File: src/dqe_pkg.sv
// Package for the DNS question encoder: command and result types, codes and defaults.
// Used by every module of the block except dqe_fifo; depends on nothing.
package dqe_pkg;

    // default label length limit and queue depths
    localparam int MAX_LABEL_DEF = 63;
    localparam int CMD_DEPTH     = 2;
    localparam int OUT_DEPTH     = 2;

    // character that separates labels
    localparam logic [7:0] DOT_CHAR = 8'h2e;

    // register reset values and register indexes
    localparam logic [15:0] QTYPE_RST  = 16'd1;
    localparam logic [15:0] QCLASS_RST = 16'd1;
    localparam logic        REG_QTYPE  = 1'b0;
    localparam logic        REG_QCLASS = 1'b1;

    // input opcodes
    localparam logic OP_CHAR = 1'b0;
    localparam logic OP_END  = 1'b1;

    // status codes
    localparam logic [1:0] ST_OK    = 2'd0;
    localparam logic [1:0] ST_TRUNC = 2'd1;
    localparam logic [1:0] ST_NODOT = 2'd2;

    // steps of the trailer emitted on end of name
    localparam logic [2:0] END_ZERO     = 3'd0;
    localparam logic [2:0] END_TYPE_HI  = 3'd1;
    localparam logic [2:0] END_TYPE_LO  = 3'd2;
    localparam logic [2:0] END_CLASS_HI = 3'd3;
    localparam logic [2:0] END_CLASS_LO = 3'd4;

    typedef enum logic [1:0] {
        CMD_CHAR,
        CMD_DOT,
        CMD_END
    } cmd_kind_t;

    typedef struct packed {
        cmd_kind_t  kind;
        logic [7:0] ch;
    } cmd_t;

    typedef struct packed {
        logic [7:0] out_byte;
        logic       last_of_run;
        logic [1:0] status;
    } result_t;

    typedef enum logic [1:0] {
        B_IDLE,
        B_LEN,
        B_BODY,
        B_END
    } back_state_t;

endpackage

File: src/dqe_fifo.sv
// Small synchronous queue used between the front and back parts and at the result side.
// Depends on nothing; width and depth come from the instantiating module.
module dqe_fifo #(
    parameter int WIDTH = 8,
    parameter int DEPTH = 2
) (
    input  logic             clk,
    input  logic             rst_n,
    input  logic             push,
    input  logic [WIDTH-1:0] wr_data,
    output logic             full,
    input  logic             pop,
    output logic [WIDTH-1:0] rd_data,
    output logic             empty
);

    localparam int PW = (DEPTH > 1) ? $clog2(DEPTH) : 1;
    localparam int CW = $clog2(DEPTH + 1);
    localparam logic [PW-1:0] PTR_LAST = PW'(DEPTH - 1);
    localparam logic [CW-1:0] CNT_FULL = CW'(DEPTH);

    logic [WIDTH-1:0] store [DEPTH];
    logic [PW-1:0]    wr_ptr_reg, wr_ptr_next;
    logic [PW-1:0]    rd_ptr_reg, rd_ptr_next;
    logic [CW-1:0]    cnt_reg, cnt_next;
    logic             do_push, do_pop;

    assign full    = (cnt_reg == CNT_FULL);
    assign empty   = (cnt_reg == '0);
    assign do_push = push && !full;
    assign do_pop  = pop && !empty;
    assign rd_data = store[rd_ptr_reg];

    // advance pointers and occupancy
    always_comb
    begin
        wr_ptr_next = wr_ptr_reg;
        rd_ptr_next = rd_ptr_reg;
        cnt_next    = cnt_reg;
        if (do_push)
        begin
            wr_ptr_next = (wr_ptr_reg == PTR_LAST) ? '0 : wr_ptr_reg + 1'b1;
        end
        if (do_pop)
        begin
            rd_ptr_next = (rd_ptr_reg == PTR_LAST) ? '0 : rd_ptr_reg + 1'b1;
        end
        if (do_push && !do_pop)
        begin
            cnt_next = cnt_reg + 1'b1;
        end
        else if (do_pop && !do_push)
        begin
            cnt_next = cnt_reg - 1'b1;
        end
    end

    always_ff @(posedge clk or negedge rst_n)
    begin
        if (!rst_n)
        begin
            wr_ptr_reg <= '0;
            rd_ptr_reg <= '0;
            cnt_reg    <= '0;
        end
        else
        begin
            wr_ptr_reg <= wr_ptr_next;
            rd_ptr_reg <= rd_ptr_next;
            cnt_reg    <= cnt_next;
        end
    end

    // write storage
    always_ff @(posedge clk)
    begin
        if (do_push)
        begin
            store[wr_ptr_reg] <= wr_data;
        end
    end

`ifndef SYNTHESIS
    a_cnt_bound: assert property (@(posedge clk) disable iff (!rst_n)
        cnt_reg <= CNT_FULL)
        else $error("queue occupancy beyond depth");
    a_pop_moves: assert property (@(posedge clk) disable iff (!rst_n)
        (do_pop && !do_push) |=> (cnt_reg == $past(cnt_reg) - 1'b1))
        else $error("queue occupancy did not drop on pop");
    a_push_moves: assert property (@(posedge clk) disable iff (!rst_n)
        (do_push && !do_pop) |=> (cnt_reg == $past(cnt_reg) + 1'b1))
        else $error("queue occupancy did not grow on push");
`endif

endmodule

File: src/dqe_front.sv
// Front part of the DNS question encoder: takes input transactions and classifies them
// into character, dot and end commands. Depends on dqe_pkg.
module dqe_front (
    input  logic          push,
    input  logic          opcode,
    input  logic [7:0]    name_char,
    input  logic          cmd_full,
    output logic          cmd_push,
    output dqe_pkg::cmd_t cmd
);

    assign cmd_push = push && !cmd_full;

    // classify the item
    always_comb
    begin
        cmd.ch = name_char;
        if (opcode == dqe_pkg::OP_END)
        begin
            cmd.kind = dqe_pkg::CMD_END;
        end
        else if (name_char == dqe_pkg::DOT_CHAR)
        begin
            cmd.kind = dqe_pkg::CMD_DOT;
        end
        else
        begin
            cmd.kind = dqe_pkg::CMD_CHAR;
        end
    end

endmodule

File: src/dqe_back.sv
// Back part of the DNS question encoder: label buffer, sequencer that replays labels
// and emits the name trailer one byte per cycle unless out_full. Depends on dqe_pkg.
module dqe_back #(
    parameter int MAX_LABEL = dqe_pkg::MAX_LABEL_DEF
) (
    input  logic             clk,
    input  logic             rst_n,
    input  logic             cmd_valid,
    input  dqe_pkg::cmd_t    cmd,
    output logic             cmd_pop,
    input  logic [15:0]      query_type,
    input  logic [15:0]      query_class,
    input  logic             out_full,
    output logic             out_push,
    output dqe_pkg::result_t out_item
);

    // clamp the label limit to the range a length byte can describe
    localparam int LIM   = (MAX_LABEL > 63) ? 63 : ((MAX_LABEL < 1) ? 1 : MAX_LABEL);
    localparam int CW    = $clog2(LIM + 1);
    localparam int DEPTH = 2 ** CW;
    localparam logic [CW-1:0] LIMIT = CW'(LIM);

    dqe_pkg::back_state_t state_reg, state_next;
    logic [CW-1:0] count_reg, count_next;
    logic          ovf_reg, ovf_next;
    logic [CW-1:0] idx_reg, idx_next;
    logic [2:0]    step_reg, step_next;
    logic [1:0]    st_reg, st_next;
    logic [7:0]    label_mem [DEPTH];
    logic [7:0]    rd_data_reg;
    logic [CW-1:0] rd_addr;
    logic          wr_en;
    logic          body_last;
    logic          end_last;
    logic          have_label;

    assign have_label = (count_reg != '0);
    assign body_last  = (idx_reg == count_reg - 1'b1);
    assign end_last   = (step_reg == dqe_pkg::END_CLASS_LO);

    // next state
    always_comb
    begin
        state_next = state_reg;
        unique case (state_reg)
            dqe_pkg::B_IDLE:
            begin
                if (cmd_valid)
                begin
                    if (cmd.kind == dqe_pkg::CMD_DOT && have_label)
                    begin
                        state_next = dqe_pkg::B_LEN;
                    end
                    else if (cmd.kind == dqe_pkg::CMD_END)
                    begin
                        state_next = dqe_pkg::B_END;
                    end
                end
            end
            dqe_pkg::B_LEN:
            begin
                if (!out_full)
                begin
                    state_next = dqe_pkg::B_BODY;
                end
            end
            dqe_pkg::B_BODY:
            begin
                if (!out_full && body_last)
                begin
                    state_next = dqe_pkg::B_IDLE;
                end
            end
            dqe_pkg::B_END:
            begin
                if (!out_full && end_last)
                begin
                    state_next = dqe_pkg::B_IDLE;
                end
            end
            default:
            begin
                state_next = dqe_pkg::B_IDLE;
            end
        endcase
    end

    // outputs and datapath updates
    always_comb
    begin
        cmd_pop    = (state_reg == dqe_pkg::B_IDLE) && cmd_valid;
        out_push   = (state_reg != dqe_pkg::B_IDLE) && !out_full;
        wr_en      = 1'b0;
        rd_addr    = '0;
        count_next = count_reg;
        ovf_next   = ovf_reg;
        idx_next   = idx_reg;
        step_next  = step_reg;
        st_next    = st_reg;
        out_item.out_byte    = 8'h00;
        out_item.last_of_run = 1'b0;
        out_item.status      = st_reg;
        unique case (state_reg)
            dqe_pkg::B_IDLE:
            begin
                if (cmd_valid)
                begin
                    unique case (cmd.kind)
                        dqe_pkg::CMD_CHAR:
                        begin
                            // buffer the character or drop it past the limit
                            if (count_reg < LIMIT)
                            begin
                                wr_en      = 1'b1;
                                count_next = count_reg + 1'b1;
                            end
                            else
                            begin
                                ovf_next = 1'b1;
                            end
                        end
                        dqe_pkg::CMD_DOT:
                        begin
                            st_next = ovf_reg ? dqe_pkg::ST_TRUNC : dqe_pkg::ST_OK;
                        end
                        dqe_pkg::CMD_END:
                        begin
                            step_next = dqe_pkg::END_ZERO;
                            if (have_label)
                            begin
                                st_next = dqe_pkg::ST_NODOT;
                            end
                            else
                            begin
                                st_next = ovf_reg ? dqe_pkg::ST_TRUNC : dqe_pkg::ST_OK;
                            end
                        end
                        default:
                        begin
                            st_next = st_reg;
                        end
                    endcase
                end
            end
            dqe_pkg::B_LEN:
            begin
                // emit the length byte and fetch the first label byte
                out_item.out_byte = 8'(count_reg);
                rd_addr           = '0;
                if (!out_full)
                begin
                    idx_next = '0;
                end
            end
            dqe_pkg::B_BODY:
            begin
                out_item.out_byte    = rd_data_reg;
                out_item.last_of_run = body_last;
                rd_addr              = idx_reg;
                if (!out_full)
                begin
                    if (body_last)
                    begin
                        count_next = '0;
                    end
                    else
                    begin
                        idx_next = idx_reg + 1'b1;
                        rd_addr  = idx_reg + 1'b1;
                    end
                end
            end
            dqe_pkg::B_END:
            begin
                out_item.last_of_run = end_last;
                unique case (step_reg)
                    dqe_pkg::END_ZERO:     out_item.out_byte = 8'h00;
                    dqe_pkg::END_TYPE_HI:  out_item.out_byte = query_type[15:8];
                    dqe_pkg::END_TYPE_LO:  out_item.out_byte = query_type[7:0];
                    dqe_pkg::END_CLASS_HI: out_item.out_byte = query_class[15:8];
                    dqe_pkg::END_CLASS_LO: out_item.out_byte = query_class[7:0];
                    default:               out_item.out_byte = 8'h00;
                endcase
                if (!out_full)
                begin
                    if (end_last)
                    begin
                        count_next = '0;
                        ovf_next   = 1'b0;
                    end
                    else
                    begin
                        step_next = step_reg + 1'b1;
                    end
                end
            end
            default:
            begin
                out_item.out_byte = 8'h00;
            end
        endcase
    end

    always_ff @(posedge clk or negedge rst_n)
    begin
        if (!rst_n)
        begin
            state_reg <= dqe_pkg::B_IDLE;
            count_reg <= '0;
            ovf_reg   <= 1'b0;
            idx_reg   <= '0;
            step_reg  <= dqe_pkg::END_ZERO;
            st_reg    <= dqe_pkg::ST_OK;
        end
        else
        begin
            state_reg <= state_next;
            count_reg <= count_next;
            ovf_reg   <= ovf_next;
            idx_reg   <= idx_next;
            step_reg  <= step_next;
            st_reg    <= st_next;
        end
    end

    // label buffer: write on character, registered read for replay
    always_ff @(posedge clk)
    begin
        if (wr_en)
        begin
            label_mem[count_reg] <= cmd.ch;
        end
        rd_data_reg <= label_mem[rd_addr];
    end

`ifndef SYNTHESIS
    a_no_push_full: assert property (@(posedge clk) disable iff (!rst_n)
        !(out_push && out_full))
        else $error("result pushed into a full queue");
    a_count_limit: assert property (@(posedge clk) disable iff (!rst_n)
        count_reg <= LIMIT)
        else $error("label count beyond limit");
    a_body_idx: assert property (@(posedge clk) disable iff (!rst_n)
        (state_reg == dqe_pkg::B_BODY) |-> (idx_reg < count_reg))
        else $error("replay index beyond buffered label");
    a_last_idle: assert property (@(posedge clk) disable iff (!rst_n)
        (out_push && out_item.last_of_run) |=> (state_reg == dqe_pkg::B_IDLE))
        else $error("sequencer busy after last result of a run");
    a_end_clears: assert property (@(posedge clk) disable iff (!rst_n)
        (out_push && out_item.last_of_run && state_reg == dqe_pkg::B_END)
        |=> (count_reg == '0 && !ovf_reg))
        else $error("name state not cleared after end");
`endif

endmodule

File: src/dns_question_encoder_unit.sv
// DNS question encoder top level: configuration registers, front part, command queue,
// back part and result queue. Depends on dqe_pkg, dqe_front, dqe_fifo and dqe_back.
//
// Usage: push one transaction per name character (opcode 0) and one end transaction
// (opcode 1) per name; the name must end with a dot. A transaction is taken at a
// rising edge with push high and full low. Results are read like a queue: while
// empty is low, out_byte, last_of_run and status show the oldest result; pop takes it.
// A dot replays the buffered label as a length byte and the label bytes; the end
// transaction gives the zero byte, query type and query class, high byte first.
// A character is taken by the back part in its idle state; a dot with N buffered bytes
// is taken as a command and then gives the length byte and N label bytes, and an end
// gives five bytes (zero byte, query type, query class) after it is taken. The back
// part emits a single output byte per cycle while the result queue has room, and
// takes no new command until its run is done. When the receiver stops popping, the
// result queue fills, the back part holds, then the command queue fills and full rises.
// Reset empties both queues, clears the pending label and the truncation flag, and sets
// query type and class to 1. Configuration through the APB port only while no name is
// in progress; the user must keep to this, the block itself does not enforce it.
module dns_question_encoder_unit #(
    parameter int MAX_LABEL = dqe_pkg::MAX_LABEL_DEF
) (
    input  logic        clk,
    input  logic        rst_n,
    // input queue side
    input  logic        push,
    output logic        full,
    input  logic        opcode,
    input  logic [7:0]  name_char,
    // result queue side
    output logic        empty,
    input  logic        pop,
    output logic [7:0]  out_byte,
    output logic        last_of_run,
    output logic [1:0]  status,
    // configuration
    input  logic        psel,
    input  logic        penable,
    input  logic        pwrite,
    input  logic [2:0]  paddr,
    input  logic [31:0] pwdata,
    output logic [31:0] prdata,
    output logic        pready
);

    localparam int CMD_W = $bits(dqe_pkg::cmd_t);
    localparam int RES_W = $bits(dqe_pkg::result_t);

    logic [15:0]      qtype_reg;
    logic [15:0]      qclass_reg;
    logic             cfg_wr;
    logic             cmd_push;
    logic             cmd_full;
    logic             cmd_empty;
    logic             cmd_pop;
    dqe_pkg::cmd_t    cmd_in;
    dqe_pkg::cmd_t    cmd_out;
    logic             res_push;
    logic             res_full;
    dqe_pkg::result_t res_in;
    dqe_pkg::result_t res_out;

    // configuration registers
    assign pready = 1'b1;
    assign cfg_wr = psel && penable && pwrite && pready;

    always_ff @(posedge clk or negedge rst_n)
    begin
        if (!rst_n)
        begin
            qtype_reg  <= dqe_pkg::QTYPE_RST;
            qclass_reg <= dqe_pkg::QCLASS_RST;
        end
        else if (cfg_wr)
        begin
            if (paddr[2] == dqe_pkg::REG_QCLASS)
            begin
                qclass_reg <= pwdata[15:0];
            end
            else
            begin
                qtype_reg <= pwdata[15:0];
            end
        end
    end

    assign prdata = (paddr[2] == dqe_pkg::REG_QTYPE) ? {16'h0000, qtype_reg}
                                                     : {16'h0000, qclass_reg};

    // front: classify incoming transactions
    dqe_front u_front (
        .push      (push),
        .opcode    (opcode),
        .name_char (name_char),
        .cmd_full  (cmd_full),
        .cmd_push  (cmd_push),
        .cmd       (cmd_in)
    );

    assign full = cmd_full;

    dqe_fifo #(
        .WIDTH (CMD_W),
        .DEPTH (dqe_pkg::CMD_DEPTH)
    ) u_cmd_q (
        .clk     (clk),
        .rst_n   (rst_n),
        .push    (cmd_push),
        .wr_data (cmd_in),
        .full    (cmd_full),
        .pop     (cmd_pop),
        .rd_data (cmd_out),
        .empty   (cmd_empty)
    );

    // back: buffer labels and emit bytes
    dqe_back #(
        .MAX_LABEL (MAX_LABEL)
    ) u_back (
        .clk         (clk),
        .rst_n       (rst_n),
        .cmd_valid   (!cmd_empty),
        .cmd         (cmd_out),
        .cmd_pop     (cmd_pop),
        .query_type  (qtype_reg),
        .query_class (qclass_reg),
        .out_full    (res_full),
        .out_push    (res_push),
        .out_item    (res_in)
    );

    dqe_fifo #(
        .WIDTH (RES_W),
        .DEPTH (dqe_pkg::OUT_DEPTH)
    ) u_res_q (
        .clk     (clk),
        .rst_n   (rst_n),
        .push    (res_push),
        .wr_data (res_in),
        .full    (res_full),
        .pop     (pop),
        .rd_data (res_out),
        .empty   (empty)
    );

    assign out_byte    = res_out.out_byte;
    assign last_of_run = res_out.last_of_run;
    assign status      = res_out.status;

endmodule
File: config.mk
export PLATFORM = sky130hd
export DESIGN_NAME = dns_question_encoder_unit
export DESIGN_NICKNAME = d
export VERILOG_FILES = /design/src/dqe_pkg.sv /design/src/dqe_fifo.sv /design/src/dqe_front.sv /design/src/dqe_back.sv /design/src/dns_question_encoder_unit.sv
export SDC_FILE = /design/constraint.sdc
export NUM_CORES = 1
export LEC_CHECK = 0
export BUFFER_PORTS_ARGS = -buffer_cell sky130_fd_sc_hd__buf_4
export CAP_MARGIN = 20
export CORE_UTILIZATION = 59
export CTS_CLUSTER_SIZE = 14
export DETAILED_ROUTE_END_ITERATION = 8
export PLACE_DENSITY_LB_ADDON = 0.1
export SYNTH_ARGS = -nofsm -noshare
export SYNTH_HDL_FRONTEND = slang
export SYNTH_SLANG_ARGS = --single-unit
File: constraint.sdc
create_clock -name clk -period 9.12 [get_ports clk]
set_input_delay 0.912 -clock clk [delete_from_list [all_inputs] [get_ports clk]]
set_output_delay 0.912 -clock clk [all_outputs]
set_load 0.005 [all_outputs]
==> flow_metrics.py <==
metrics = {
    "synthesis": {
        "yosysWarnings": 0,
        "seq_area_frac_synth_pct": 69.8,
        "synth_top_area_share_pct": 63.4,
        "yosys.area.top_type": "edfxtp_1",
        "ys_types": 75,
        "synth.avg_cell_area_um2": 14.3,
        "synth_edf_count": 554,
        "syn_inst": 1833,
        "synth_area_mm2": 0.0262,
        "async_flop_share_pct": 9.65,
        "synthTopCellsByArea": "edfxtp_1 (63%), mux2i_1 (6.4%), dfrtp_1 (5.5%)",
        "ys_ff_latch": 622,
        "synth_ff_type": "edfxtp_1",
    },
    "sta": {
        "max_freq_mhz": 174,
        "worst_slew_pin_slew_ns": 1.03,
        "setup_viol": 0,
        "slew_headroom_pct": 31.0,
        "rsz0062_at_grt": "false",
        "fin_skew_ns": 0.0254,
        "totalNegativeSetupSlack_ns": 0,
        "timing.final.crit_share_pct": 62.8,
        "drv_slew": 0,
        "finalCriticalPeriod_ns": 5.73,
        "hold_viol": 0,
    },
    "clocking": {
        "cts_setup_buffers": 0,
        "clk_latency_ns": 0.62,
        "cts_hold_buf": 0,
        "clkSlewWorstSetupHoldPaths_ns": 0.07,
        "cts_buffer_depth": 3,
        "clock_sinks": 622,
        "htreeDepth": 2,
        "cts_tree": "yes",
        "cts_root_buf": "clkbuf_16",
        "numCtsBuffers": 61,
        "postCtsResizedCells": 0,
    },
    "floorplanning": {
        "core_area_mm2": 0.0435,
        "initial_core_util_pct": 60.3,
        "io-pin-count": 97,
        "die_area_mm2": 0.0453,
        "row_count": 76,
        "die-height_um": 213,
        "fp.dieW_um": 213,
    },
    "place": {
        "gp_congestion": 0.894,
        "io_buffers": 61,
        "dpl_cell_area_mm2": 0.0270,
        "place_hpwl_um": 35400,
    },
    "drt": {
        "drc": 0,
        "wl_per_cell_um": 23.7,
        "vias": 15200,
        "initialDrtViolationCount": 1690,
        "viasPerCell": 6.08,
        "ant_nets": 0,
        "dr.pass1.iters": 6,
        "drt_wl_total_um": 59400,
    },
    "worst_setup_path": {
        "cp.required_ns": 9.57,
        "worstPathMaxFanout": 50,
        "end_kind": "flop",
        "start_kind": "flop",
        "critical_path_class": "reg2reg",
        "rrSetupSlack_ns": 3.39,
        "arrival_ns": 6.18,
    },
    "layout": {
        "syn2layout_area_growth_pct": 10.1,
        "antenna_cells": 0,
        "design_area_mm2": 0.0289,
        "top_regs": "u_back.label_mem x512, u_res_q.store x22, u_cmd_q.store x20",
        "fin_nets": 1941,
        "regMostFlops": "u_back.label_mem",
        "largest_register_ffs": 512,
        "drive_above_1_share_pct": 14.2,
    },
    "power": {
        "switching_power_uw": 3290,
        "power_per_cell_area_mw_per_mm2": 325,
        "power.share.switching_pct": 35.0,
        "leakage_uw": 0.0105,
        "p_clk_share_pct": 25.5,
        "power_frac_comb_pct": 34.0,
        "p_seq_share_pct": 40.5,
        "intPower_uw": 6100,
        "ir_worst_vdd_v": 0.000405,
    },
    "outcome": {
        "status": "finished, final reports clean",
    },
    "min_path": {
        "hold_class": "in2async",
    },
    "global_route": {
        "grt-ovfl-total": 0,
        "grt_max_degree": 149,
        "antenna_found_initial": 0,
        "grt_pass1_vias": 14500,
        "grt_pass1_wl_um": 87900,
        "track_usage_pct": 26.6,
    },
    "job": {
        "cap_violations": 0,
    },
}
==> critical path, cell delays in order (launching register included) <==
cell,delay (ns)
dfrtp_1,0.57
inv_1,0.19
ha_1,0.27
nor2b_1,0.13
or3_1,0.40
a31oi_4,0.35
a21oi_2,0.11
mux2i_2,0.63
nand2b_4,0.81
buf_4,0.70
mux2_2,0.29
o22ai_1,0.13
a2111oi_0,0.79
nor4_1,0.08
==> through the flow <==
stage	setup WS [ns]	hold WS (ns)	utilization (%)	instances	power (uW)
final	3.39	0.381	66.4	2509	9400
after global routing	3.21	0.427	66.4	2509	9790
after CTS	3.60	0.386	66.4	2508	9410
after detailed placement	3.62	0.466	62.0	2397	7030
after global placement	3.69	0.451	62.0	2397	6970
after floorplan	5.63	0.442	-	1848	6110
==> power by group through the flow <==
stage | clock network [uW] | registers, uW | logic [uW]
after CTS | 2420 | 3800 | 3180
after global routing | 2530 | 3830 | 3430
after floorplan | 0 | 3760 | 2350
after global placement | 0 | 3850 | 3120
final | 2390 | 3800 | 3200
after detailed placement | 0 | 3860 | 3170
==> cell usage after synthesis (all sizes together) (10+ instances only) <==
master and count:
edfxtp 554, nand2 299, mux2i 170, nand3 118, nor2 104, buf 85
mux2 78, dfrtp 58, clkbuf 34, o21ai 25, a21oi 24, and3 18
nor3 18, ha 14, o22ai 14, a2111oi 13, a22oi 13, inv 12
xor2 12, a311oi 11, a32o 11, a21boi 10, or3 10
==> area by class of cell <==
class,count,area [um^2]
Clock buffer,82,1660
Multi-Input combinational cell,1095,7240
Clock inverter,29,244
Fill cell,3111,14600
Sequential cell,622,18300
Inverter,12,45.0
Tap cell,585,732
Timing Repair Buffer,84,656
==> cells in the final DEF (no fill, tap or decap), drive strengths merged, types with 25 or more instances in the layout <==
master / n
edfxtp: 554
nand2: 299
mux2i: 170
nand3: 118
nor2: 104
buf: 84
clkbuf: 82
mux2: 78
dfrtp: 58
o21ai: 25
==> per-layer routing <==
| metal | global-route usage, % | vias up | wire [um] | share of wire, % |
|---|---|---|---|---|
| met5 | 0 | - | 0 | 0 |
| li1 | - | 6935 | - | - |
| met1 | 37.4 | 7573 | 24700 | 42 |
| met2 | 41.7 | 603 | 28200 | 47 |
| met3 | 4.78 | 132 | 4390 | 7.4 |
| met4 | 10.4 | 0 | 2200 | 3.7 |
==> final timing paths <==
path	from	endpoint	cells after the start
worst max-delay path	u_back.count_reg[0]	u_back.rd_data_reg[4]	13
worst min-delay path	rst_n	u_back.count_reg[5]	1
worst max register to register	u_back.count_reg[0]	u_back.rd_data_reg[4]	13
worst min register to register	u_back.st_reg[0]	u_res_q.store[1][0]	0
max in group asynchronous	rst_n	u_back.count_reg[1]	1
min in group clk	u_back.st_reg[0]	u_res_q.store[1][0]	0
==> logic make-up (layout without fill, tap and decap cells) <==
group / count (synthesis) / in the layout / share of synthesized area (%)
other: 2 / 17 / 0.0286
adders and majority gates: 14 / 14 / 0.668
AOI/OAI and AO/OA: 175 / 175 / 4.94
buffers and inverters: 131 / 207 / 2.89
muxes: 257 / 257 / 10.7
DFF: 622 / 622 / 69.8
and+or+nand+nor: 612 / 612 / 10.3
xor gates and xnor gates: 20 / 20 / 0.668
No activity file was read; power rests on OpenSTA's default activity.
